$ cat src/rtl/core/mafs_pkg.sv
// mafs_pkg: shared types, codes and header lookup tables for the frame sync block
// used by every module under rtl/core
`timescale 1ns / 1ps
`default_nettype none

package mafs_pkg;

    localparam int NUM_W  = 26;
    localparam int DEN_W  = 16;
    localparam int BODY_W = 12;
    localparam int PROD_W = 20;

    localparam logic [BODY_W-1:0] BODY_MAX  = 12'd4095;
    localparam logic [7:0]        SYNC_BYTE = 8'hFF;
    localparam logic [2:0]        SYNC_TOP  = 3'b111;
    localparam logic [6:0]        SCALE_K   = 7'd125;

    localparam logic [1:0] VER_25  = 2'd0;
    localparam logic [1:0] VER_RES = 2'd1;
    localparam logic [1:0] VER_2   = 2'd2;
    localparam logic [1:0] VER_1   = 2'd3;

    localparam logic [1:0] LAY_RES = 2'd0;
    localparam logic [1:0] LAY_3   = 2'd1;
    localparam logic [1:0] LAY_2   = 2'd2;
    localparam logic [1:0] LAY_1   = 2'd3;

    typedef struct packed {
        logic search;
        logic hdr3;
        logic hdr4;
        logic skip;
        logic clear;
        logic calc_mul;
        logic calc_scale;
        logic div_start;
        logic load_out;
    } t_cmd;

    typedef struct packed {
        logic sync_hit;
        logic hdr_ok;
        logic skip_done;
        logic div_done;
        logic body_zero;
        logic out_free;
    } t_stat;

    localparam logic [8:0] RATE_V1_L1 [0:15] = '{0, 32, 64, 96, 128, 160, 192, 224,
                                                 256, 288, 320, 352, 384, 416, 448, 0};
    localparam logic [8:0] RATE_V1_L2 [0:15] = '{0, 32, 48, 56, 64, 80, 96, 112,
                                                 128, 160, 192, 224, 256, 320, 384, 0};
    localparam logic [8:0] RATE_V1_L3 [0:15] = '{0, 32, 40, 48, 56, 64, 80, 96,
                                                 112, 128, 160, 192, 224, 256, 320, 0};
    localparam logic [8:0] RATE_V2_L1 [0:15] = '{0, 32, 48, 56, 64, 80, 96, 112,
                                                 128, 144, 160, 176, 192, 224, 256, 0};
    localparam logic [8:0] RATE_V2_L23 [0:15] = '{0, 8, 16, 24, 32, 40, 48, 56,
                                                  64, 80, 96, 112, 128, 144, 160, 0};
    localparam logic [15:0] SRATE_V1 [0:3]  = '{44100, 48000, 32000, 1};
    localparam logic [15:0] SRATE_V2 [0:3]  = '{22050, 24000, 16000, 1};
    localparam logic [15:0] SRATE_V25 [0:3] = '{11025, 12000, 8000, 1};

    function automatic logic [8:0] f_bitrate(input logic [1:0] ver, input logic [1:0] lay,
                                             input logic [3:0] idx);
        logic [8:0] r;
        r = 9'd0;
        if (ver == VER_1) begin
            if (lay == LAY_1) r = RATE_V1_L1[idx];
            else if (lay == LAY_2) r = RATE_V1_L2[idx];
            else if (lay == LAY_3) r = RATE_V1_L3[idx];
        end else if (ver == VER_25 || ver == VER_2) begin
            if (lay == LAY_1) r = RATE_V2_L1[idx];
            else if (lay == LAY_2 || lay == LAY_3) r = RATE_V2_L23[idx];
        end
        return r;
    endfunction

    function automatic logic [15:0] f_srate(input logic [1:0] ver, input logic [1:0] idx);
        logic [15:0] r;
        case (ver)
            VER_1:   r = SRATE_V1[idx];
            VER_2:   r = SRATE_V2[idx];
            VER_25:  r = SRATE_V25[idx];
            default: r = 16'd1;
        endcase
        return r;
    endfunction

    function automatic logic [10:0] f_samples(input logic [1:0] ver, input logic [1:0] lay);
        logic [10:0] r;
        if (ver == VER_RES || lay == LAY_RES) r = 11'd0;
        else if (lay == LAY_1) r = 11'd384;
        else if (lay == LAY_2) r = 11'd1152;
        else if (ver == VER_1) r = 11'd1152;
        else r = 11'd576;
        return r;
    endfunction

endpackage

`default_nettype wire

$ cat src/rtl/core/mafs_div.sv
// mafs_div: restoring divider, one quotient bit per cycle
// depends on mafs_pkg for operand widths
`timescale 1ns / 1ps
`default_nettype none

module mafs_div
    import mafs_pkg::*;
(
    input  wire logic             i_clk,
    input  wire logic             i_rst_n,
    input  wire logic             i_start,
    input  wire logic [NUM_W-1:0] i_num,
    input  wire logic [DEN_W-1:0] i_den,
    output logic      [NUM_W-1:0] o_quo,
    output logic                  o_done
);

    localparam int CNT_W = $clog2(NUM_W + 1);

    logic [DEN_W-1:0] r_rem, n_rem;
    logic [NUM_W-1:0] r_quo, n_quo;
    logic [DEN_W-1:0] r_den;
    logic [CNT_W-1:0] r_cnt, n_cnt;
    logic             r_done, n_done;
    logic [DEN_W:0]   shifted;
    logic [DEN_W:0]   trial;

    always_comb begin
        shifted = {r_rem, r_quo[NUM_W-1]};
        trial   = shifted - {1'b0, r_den};
        n_rem   = r_rem;
        n_quo   = r_quo;
        n_cnt   = r_cnt;
        n_done  = 1'b0;
        if (i_start) begin
            n_rem = '0;
            n_quo = i_num;
            n_cnt = CNT_W'(NUM_W);
        end else if (r_cnt != '0) begin
            if (!trial[DEN_W]) begin
                n_rem = trial[DEN_W-1:0];
                n_quo = {r_quo[NUM_W-2:0], 1'b1};
            end else begin
                n_rem = shifted[DEN_W-1:0];
                n_quo = {r_quo[NUM_W-2:0], 1'b0};
            end
            n_cnt = r_cnt - 1'b1;
            if (r_cnt == CNT_W'(1)) n_done = 1'b1;
        end
    end

    always_ff @(posedge i_clk) begin
        if (!i_rst_n) begin
            r_cnt  <= '0;
            r_done <= 1'b0;
        end else begin
            r_cnt  <= n_cnt;
            r_done <= n_done;
        end
        r_rem <= n_rem;
        r_quo <= n_quo;
        if (i_start) r_den <= i_den;
    end

    assign o_quo  = r_quo;
    assign o_done = r_done;

endmodule

`default_nettype wire

$ cat src/rtl/core/mafs_dp.sv
// mafs_dp: byte offset, header capture, locks, size arithmetic and output register
// depends on mafs_pkg and mafs_div
`timescale 1ns / 1ps
`default_nettype none

module mafs_dp
    import mafs_pkg::*;
#(
    parameter int OFFSET_BITS = 32
) (
    input  wire logic              i_clk,
    input  wire logic              i_rst_n,
    input  wire logic [7:0]        i_data_byte,
    input  wire t_cmd              i_cmd,
    input  wire logic              i_ready,
    output t_stat                  o_stat,
    output logic                   o_valid,
    output logic [31:0]            o_frame_offset,
    output logic [31:0]            o_header_word,
    output logic [1:0]             o_version_code,
    output logic [1:0]             o_layer_code,
    output logic [8:0]             o_bitrate_kbps,
    output logic [15:0]            o_sample_rate_hz,
    output logic [10:0]            o_samples_per_frame,
    output logic                   o_padding_bit,
    output logic [BODY_W-1:0]      o_frame_body_bytes
);

    logic [OFFSET_BITS-1:0] r_offset, r_start;
    logic                   r_prev_ff;
    logic [23:0]            r_hdr;
    logic [BODY_W-1:0]      r_skip;
    logic [2:0]             r_lock_ver, r_lock_lay, n_lock_ver, n_lock_lay;

    logic [31:0]            r_word;
    logic [31:0]            r_fstart;
    logic [8:0]             r_br;
    logic [15:0]            r_sr;
    logic [10:0]            r_spf;
    logic [PROD_W-1:0]      r_prod;
    logic [NUM_W-1:0]       r_num;

    logic                   r_ovalid;

    logic [31:0]            word;
    logic [1:0]             ver, lay;
    logic                   ok_ver, ok_all;
    logic                   sync_hit;
    logic [NUM_W-1:0]       scaled;
    logic [NUM_W-1:0]       quo;
    logic                   div_done;
    logic [NUM_W:0]         body_sum;
    logic [2:0]             pad_add;
    logic [BODY_W-1:0]      body;
    logic                   out_free;

    mafs_div u_div (
        .i_clk   (i_clk),
        .i_rst_n (i_rst_n),
        .i_start (i_cmd.div_start),
        .i_num   (r_num),
        .i_den   (r_sr),
        .o_quo   (quo),
        .o_done  (div_done)
    );

    assign word     = {r_hdr, i_data_byte};
    assign ver      = word[20:19];
    assign lay      = word[18:17];
    assign sync_hit = r_prev_ff && (i_data_byte[7:5] == SYNC_TOP);

    always_comb begin
        ok_ver     = !r_lock_ver[2] || (r_lock_ver[1:0] == ver);
        ok_all     = ok_ver && (!r_lock_lay[2] || (r_lock_lay[1:0] == lay));
        n_lock_ver = r_lock_ver[2] ? r_lock_ver : {1'b1, ver};
        n_lock_lay = r_lock_lay;
        if (ok_ver && !r_lock_lay[2]) n_lock_lay = {1'b1, lay};
    end

    // scaled numerator, body size from quotient, padding and saturation (zero for a reserved layer), output-free flag
    always_comb begin
        scaled   = NUM_W'(r_prod) * NUM_W'(SCALE_K);
        pad_add  = (r_word[18:17] == LAY_1) ? {r_word[9], 2'b00} : {2'b00, r_word[9]};
        body_sum = {1'b0, quo} + (NUM_W + 1)'(pad_add);
        if (r_word[18:17] == LAY_RES) body = '0;
        else if (body_sum > (NUM_W + 1)'(BODY_MAX)) body = BODY_MAX;
        else body = body_sum[BODY_W-1:0];
        out_free = !r_ovalid || i_ready;
    end

    always_ff @(posedge i_clk) begin
        if (!i_rst_n) begin
            r_offset   <= '0;
            r_start    <= '0;
            r_prev_ff  <= 1'b0;
            r_hdr      <= '0;
            r_skip     <= '0;
            r_lock_ver <= '0;
            r_lock_lay <= '0;
            r_ovalid   <= 1'b0;
        end else begin
            if (i_cmd.search || i_cmd.hdr3 || i_cmd.hdr4 || i_cmd.skip) begin
                r_offset <= r_offset + 1'b1;
            end
            if (i_cmd.search) begin
                if (sync_hit) begin
                    r_start   <= r_offset - 1'b1;
                    r_hdr     <= {8'h00, SYNC_BYTE, i_data_byte};
                    r_prev_ff <= 1'b0;
                end else begin
                    r_prev_ff <= (i_data_byte == SYNC_BYTE);
                end
            end
            if (i_cmd.hdr3) r_hdr <= {r_hdr[15:0], i_data_byte};
            if (i_cmd.hdr4) begin
                r_lock_ver <= n_lock_ver;
                r_lock_lay <= n_lock_lay;
            end
            if (i_cmd.skip) r_skip <= r_skip - 1'b1;
            if (i_cmd.load_out) r_skip <= body;
            if (i_cmd.clear) begin
                r_offset   <= '0;
                r_start    <= '0;
                r_prev_ff  <= 1'b0;
                r_hdr      <= '0;
                r_skip     <= '0;
                r_lock_ver <= '0;
                r_lock_lay <= '0;
            end
            if (i_cmd.load_out) r_ovalid <= 1'b1;
            else if (i_ready) r_ovalid <= 1'b0;
        end
    end

    always_ff @(posedge i_clk) begin
        if (i_cmd.hdr4) begin
            r_word   <= word;
            r_fstart <= 32'(r_start);
            r_br     <= f_bitrate(ver, lay, word[15:12]);
            r_sr     <= f_srate(ver, word[11:10]);
            r_spf    <= f_samples(ver, lay);
        end
        if (i_cmd.calc_mul) r_prod <= PROD_W'(r_spf) * PROD_W'(r_br);
        if (i_cmd.calc_scale) r_num <= scaled;
        if (i_cmd.load_out) begin
            o_frame_offset      <= r_fstart;
            o_header_word       <= r_word;
            o_version_code      <= r_word[20:19];
            o_layer_code        <= r_word[18:17];
            o_bitrate_kbps      <= r_br;
            o_sample_rate_hz    <= r_sr;
            o_samples_per_frame <= r_spf;
            o_padding_bit       <= r_word[9];
            o_frame_body_bytes  <= body;
        end
    end

    assign o_valid          = r_ovalid;
    assign o_stat.sync_hit  = sync_hit;
    assign o_stat.hdr_ok    = ok_all;
    assign o_stat.skip_done = (r_skip == BODY_W'(1));
    assign o_stat.div_done  = div_done;
    assign o_stat.body_zero = (body == '0);
    assign o_stat.out_free  = out_free;

endmodule

`default_nettype wire

$ cat src/rtl/core/mafs_ctrl.sv
// mafs_ctrl: parse phase and size computation sequencer
// depends on mafs_pkg for command and status types
`timescale 1ns / 1ps
`default_nettype none

module mafs_ctrl
    import mafs_pkg::*;
(
    input  wire logic  i_clk,
    input  wire logic  i_rst_n,
    input  wire logic  i_valid,
    input  wire logic  i_stream_end,
    input  wire t_stat i_stat,
    output logic       o_ready,
    output t_cmd       o_cmd
);

    localparam logic [3:0] S_SEARCH = 4'd0;
    localparam logic [3:0] S_HDR3   = 4'd1;
    localparam logic [3:0] S_HDR4   = 4'd2;
    localparam logic [3:0] S_SKIP   = 4'd3;
    localparam logic [3:0] S_MUL    = 4'd4;
    localparam logic [3:0] S_SCALE  = 4'd5;
    localparam logic [3:0] S_DIVGO  = 4'd6;
    localparam logic [3:0] S_DIVW   = 4'd7;
    localparam logic [3:0] S_OUT    = 4'd8;

    logic [3:0] r_state, n_state;
    logic       r_last, n_last;
    logic       ready;
    logic       fire;

    always_comb begin
        ready = (r_state == S_SEARCH) || (r_state == S_HDR3) ||
                (r_state == S_HDR4) || (r_state == S_SKIP);
        fire  = ready && i_valid;
        n_state = r_state;
        n_last  = r_last;
        o_cmd   = '0;
        o_cmd.clear = fire && i_stream_end;
        case (r_state)
            S_SEARCH: begin
                o_cmd.search = fire;
                if (fire && !i_stream_end && i_stat.sync_hit) n_state = S_HDR3;
            end
            S_HDR3: begin
                o_cmd.hdr3 = fire;
                if (fire) n_state = i_stream_end ? S_SEARCH : S_HDR4;
            end
            S_HDR4: begin
                o_cmd.hdr4 = fire;
                if (fire) begin
                    n_last  = i_stream_end;
                    n_state = i_stat.hdr_ok ? S_MUL : S_SEARCH;
                end
            end
            S_SKIP: begin
                o_cmd.skip = fire;
                if (fire && (i_stream_end || i_stat.skip_done)) n_state = S_SEARCH;
            end
            S_MUL: begin
                o_cmd.calc_mul = 1'b1;
                n_state = S_SCALE;
            end
            S_SCALE: begin
                o_cmd.calc_scale = 1'b1;
                n_state = S_DIVGO;
            end
            S_DIVGO: begin
                o_cmd.div_start = 1'b1;
                n_state = S_DIVW;
            end
            S_DIVW: begin
                if (i_stat.div_done) n_state = S_OUT;
            end
            S_OUT: begin
                if (i_stat.out_free) begin
                    o_cmd.load_out = 1'b1;
                    n_state = (r_last || i_stat.body_zero) ? S_SEARCH : S_SKIP;
                end
            end
            default: n_state = S_SEARCH;
        endcase
    end

    always_ff @(posedge i_clk) begin
        if (!i_rst_n) begin
            r_state <= S_SEARCH;
            r_last  <= 1'b0;
        end else begin
            r_state <= n_state;
            r_last  <= n_last;
        end
    end

    assign o_ready = ready;

endmodule

`default_nettype wire

$ cat src/rtl/core/mpeg_audio_frame_sync.sv
// mpeg_audio_frame_sync: top level of the audio frame sync and header parser
// depends on mafs_pkg, mafs_ctrl, mafs_dp (with mafs_div)
//
//   channel   direction  handshake           payload
//   input     in         i_valid / o_ready   i_data_byte, i_stream_end
//   result    out        o_valid / i_ready   o_frame_offset .. o_frame_body_bytes
//
// one byte per cycle while searching, collecting a header or skipping a body
// after the fourth byte of an accepted header the input stalls through two multiply steps,
// a divider start, 26 divide steps, the done flag and the result load
// a finished result waits in the output register; bytes keep flowing meanwhile,
// only the next result load, and the input with it, waits for a free output register
// reset is synchronous, active low, and clears the offset, locks and phase
`timescale 1ns / 1ps
`default_nettype none

module mpeg_audio_frame_sync
    import mafs_pkg::*;
#(
    parameter int OFFSET_BITS = 32
) (
    input  wire logic              i_clk,
    input  wire logic              i_rst_n,
    input  wire logic              i_valid,
    output logic                   o_ready,
    input  wire logic [7:0]        i_data_byte,
    input  wire logic              i_stream_end,
    output logic                   o_valid,
    input  wire logic              i_ready,
    output logic [31:0]            o_frame_offset,
    output logic [31:0]            o_header_word,
    output logic [1:0]             o_version_code,
    output logic [1:0]             o_layer_code,
    output logic [8:0]             o_bitrate_kbps,
    output logic [15:0]            o_sample_rate_hz,
    output logic [10:0]            o_samples_per_frame,
    output logic                   o_padding_bit,
    output logic [11:0]            o_frame_body_bytes
);

    t_cmd  cmd;
    t_stat stat;

    mafs_ctrl u_ctrl (
        .i_clk        (i_clk),
        .i_rst_n      (i_rst_n),
        .i_valid      (i_valid),
        .i_stream_end (i_stream_end),
        .i_stat       (stat),
        .o_ready      (o_ready),
        .o_cmd        (cmd)
    );

    mafs_dp #(
        .OFFSET_BITS (OFFSET_BITS)
    ) u_dp (
        .i_clk               (i_clk),
        .i_rst_n             (i_rst_n),
        .i_data_byte         (i_data_byte),
        .i_cmd               (cmd),
        .i_ready             (i_ready),
        .o_stat              (stat),
        .o_valid             (o_valid),
        .o_frame_offset      (o_frame_offset),
        .o_header_word       (o_header_word),
        .o_version_code      (o_version_code),
        .o_layer_code        (o_layer_code),
        .o_bitrate_kbps      (o_bitrate_kbps),
        .o_sample_rate_hz    (o_sample_rate_hz),
        .o_samples_per_frame (o_samples_per_frame),
        .o_padding_bit       (o_padding_bit),
        .o_frame_body_bytes  (o_frame_body_bytes)
    );

    a_no_load_while_accepting: assert property (@(posedge i_clk) disable iff (!i_rst_n)
        (i_valid && o_ready) |-> !cmd.load_out)
        else $error("result load while a byte is taken");

    a_load_needs_room: assert property (@(posedge i_clk) disable iff (!i_rst_n)
        cmd.load_out |-> stat.out_free)
        else $error("result load over a pending result");

    a_div_stalls_input: assert property (@(posedge i_clk) disable iff (!i_rst_n)
        cmd.div_start |=> !o_ready)
        else $error("input open while divider runs");

    a_reserved_layer_no_body: assert property (@(posedge i_clk) disable iff (!i_rst_n)
        (o_valid && o_layer_code == LAY_RES) |-> (o_frame_body_bytes == '0))
        else $error("body size for reserved layer");

endmodule

`default_nettype wire

$ cat config.mk
export PLATFORM = sky130hd
export DESIGN_NAME = mpeg_audio_frame_sync
export DESIGN_NICKNAME = d
export VERILOG_FILES = /design/src/rtl/core/mafs_pkg.sv /design/src/rtl/core/mafs_div.sv /design/src/rtl/core/mafs_dp.sv /design/src/rtl/core/mafs_ctrl.sv /design/src/rtl/core/mpeg_audio_frame_sync.sv
export SDC_FILE = /design/constraint.sdc
export NUM_CORES = 1
export LEC_CHECK = 0
export BUFFER_PORTS_ARGS = -buffer_cell sky130_fd_sc_hd__buf_2
export CAP_MARGIN = 20
export CELL_PAD_IN_SITES_DETAIL_PLACEMENT = 1
export CELL_PAD_IN_SITES_GLOBAL_PLACEMENT = 2
export CORE_UTILIZATION = 44
export DETAILED_ROUTE_END_ITERATION = 7
export PLACE_DENSITY_LB_ADDON = 0.1
export RECOVER_POWER = 25
export SYNTH_ARGS = -nofsm -noshare
export SYNTH_HDL_FRONTEND = slang
export SYNTH_SLANG_ARGS = --single-unit
$ cat constraint.sdc
create_clock -name i_clk -period 16.1 [get_ports i_clk]
set_input_delay 3.22 -clock i_clk [delete_from_list [all_inputs] [get_ports i_clk]]
set_output_delay 3.22 -clock i_clk [all_outputs]
set_load 0.01 [all_outputs]
==> impl_results.md <==
- Status: finished, final reports clean
- WP data arrival: 5.21 ns
- Instance count on the critical path: 5
- Commonest cells in the netlist: edfxtp_1 (259), nand2_1 (157), nor2_1 (143)
- All-Layer GR Usage: 0.2104
- Core box area: 43360 sq um
- Comb power frac: 0.315
- Synth Instances: 1739
- Yosys reg bits: 394
- Top cells by area, synth: edfxtp_1 (40%), dfxtp_1 (14%), ha_1 (6.7%)
- First-pass GRT wire length: 74200 um
- R2R depth: 14
- Biggest area consumer among synthesized cells: edfxtp_1
- Vias per cell: 5.365
- Unrepaired setup endpoints after global routing: no
- Worst skew pair latency: 0.58 ns
- Startpoint Class: input pin
- Ys Warns: 0
- Max incr delay on CP: a little under 0.8 ns
- Maximum root-to-sink buffer count: 3
- Pwr Density: ~150 nW/um^2
- Leak: roughly 8.4 nW
- Share of the synthesized area in the top cell type: 0.3995
- DR pass1 iterations: 5
- Setup tns final: 0 ns
- Post-Syn Area per Cell: 11.19 sq um
- CP top delay family: buffers and inverters
- Worst Skew: 0.02330 ns
- Switch share: 0.3404
- Sequential area share after synthesis: 0.5384
- Setup violators final: 0
- Setup crit start: i_ready
- GR Overflow Total: 0
- H-tree levels: 2
- Pint: 2.211 mW
- Initial Util: 0.4489
- Iteration-0 DRC Markers: around 680
- Final ANT Viol Nets: 0
- DRC: 0
- Die ar.: 45090 sq um
- Cells along the critical path: buf_2 > nand2b_1 > nand3_1 > inv_4 > buf_4
- Dpl hpwl: about 33000 um
- Antenna cells: 0
- Number of synthesized flops with an enable pin: 259
- Initial antenna violation count: 0
- Crit path to: u_dp.o_header_word[13]
- Final period util: 0.3117
- Io pins: 132
- Final Hold Viols: 0
- Critical Path End Type: flop
- Post-CTS setup repair buffer count: 0
- Total CTS buffers: 44
- Post-layout util: 0.5053
- Worst-margin pin slew: 1.117 ns
- Routed WL per cell: roughly 19 um
- Max_cap viols: 0
- GPL Wtd Cong: 0.8175
- Fmax: 0.1993 GHz
- Cell Area, Synth: 19470 sq um
- Final net count: 2003
- CTS resizes: 0
- Worst hold slack: 0.4050 ns
- Sink Count: 394
- FF-to-FF setup slack: ~12 ns
- Routed wire length: 46790 um
- # hold bufs at CTS: 0
- Sequential Power Share: 0.404
- Clock transition at path regs: 0.06 ns
- Final slew viol count: 0
- Crit Reg-Reg Startpoint: u_dp.r_prod[11]
- Pin count of the biggest net entering global routing: 95
- Worst Path Max Fanout: 58
- Top_reg_cell synth: edfxtp_1
- Dpl ws: between 10 and 15 ns
- CP bufs+invs: 3
- Slew margin rel.: 0.2556
- Vias in the first global route: 13443
- HP Class: reg -> reg
- Setup ws final: 11.08 ns
- Port bufs: 121
- # rows: 76
- Max VDD drop: 0.08595 mV
- WS Path Type: in -> reg
- Most frequent cell after synthesis: edfxtp_1
- Die width: 212.3 um
- Async SR Flop Fraction: 0
- Area Growth Syn to Fin: 12.57%
- Clock power frac: 0.282
- Via count: 13187
- Sw power: roughly 1.1 mW
- Fraction of layout cells with a size suffix above 1: 0.1212
- Clk root buf: clkbuf_16
- Worst path slowest cell: buf_4
- RR Endpoint: u_dp.r_num[25]
- Synth cell types: just under 80
- Min cycle time layout: 5.019 ns
- CTS tree: yes
- Die Span Y: 212.3 um
- WP data required: ~16 ns
-- cell families (layout without fill, tap and decap cells) --
logic type,after synthesis,in the layout,share of synthesized area
buffers and inverters,191,316,0.04081
xor gates and xnor gates,109,109,0.04904
AOI/OAI and AO/OA,318,318,0.1036
other,1,10,0.0001926
adders and majority gates,152,152,0.1162
and+or+nand+nor,552,552,0.1402
muxes,22,22,0.01157
DFF,394,394,0.5384
-- power groups by stage --
stage,registers [mW],clock network (mW),logic [mW]
final,1.35,0.945,1.05
after global routing,1.37,1.00,1.19
after CTS,1.35,0.969,1.06
after detailed placement,1.37,0,1.05
after global placement,1.37,0,1.01
after floorplan,1.32,0,0.820
-- metrics by stage --
stage | cell area [sq um] | std cells | power, mW
after global placement | 20550 | 2376 | 2.385
after floorplan | 19500 | 1748 | 2.143
after global routing | 21910 | 2458 | 3.563
after detailed placement | 20550 | 2376 | 2.420
after CTS | 21900 | 2457 | 3.381
final | 21910 | 2458 | 3.353
-- final cells by class --
cell class              instances  area, sq um
well taps                     585        732.0
flip-flops and latches        394        10480
multi-input cells            1163         8247
clock inverters                21        146.4
clock buffers                  60         1202
repair buffers                139        742.0
fillers                      4705        21450
inverters                      96        362.8
-- flip-flops by register name (all words and copies together) (netlist names), 11 cells and up --
signal	flops
u_dp.r_prod	11
u_dp.o_header_word	30
u_dp.r_offset	32
u_dp.o_frame_offset	32
u_dp.r_num	17
u_dp.o_frame_body_bytes	12
u_dp.u_div.o_quo	26
u_dp.r_start	32
u_dp.u_div.r_rem	16
u_dp.u_div.r_den	15
u_dp.r_fstart	32
u_dp.o_sample_rate_hz	15
u_dp.r_hdr	24
u_dp.r_skip	12
u_dp.r_word	32
u_dp.r_sr	15
-- worst min-delay path by stage --
stage                                    to         startpoint  slack [ns]  cells after the start
floorplan            u_dp.o_frame_offset[0]   u_dp.r_fstart[0]        0.40                      0
global placement     u_dp.o_frame_offset[0]   u_dp.r_fstart[0]        0.40                      0
detailed placement  u_dp.o_frame_offset[13]  u_dp.r_fstart[13]        0.41                      0
CTS                  u_dp.o_header_word[11]    u_dp.r_word[11]        0.40                      0
global route        u_dp.o_frame_offset[13]  u_dp.r_fstart[13]        0.42                      0
finish               u_dp.o_header_word[11]    u_dp.r_word[11]        0.40                      0
-- cells in the final DEF (no fill, tap or decap), types with 18 or more instances in the layout --
master       n
a211oi_1    33
a21oi_1    103
and2_1      34
and3_1      19
buf_2      121
clkbuf_1    18
clkbuf_16   45
dfxtp_1    135
edfxtp_1   259
fa_1        48
ha_1       104
inv_1       94
mux2i_1     18
nand2_1    156
nand3_1     46
nand4_1     23
nor2_1     142
nor2b_1     18
nor3_1      43
o21ai_0     59
xnor2_1     55
xor2_1      54
-- layer usage --
layer	up-vias	global-route usage	routed length (um)
met3	65	0.02585	1351
li1	6380	-	-
met4	0	0.06252	927
met5	-	0	0
met1	6563	0.2908	22280
met2	179	0.3464	22230
(Power assumes the default switching activity.)
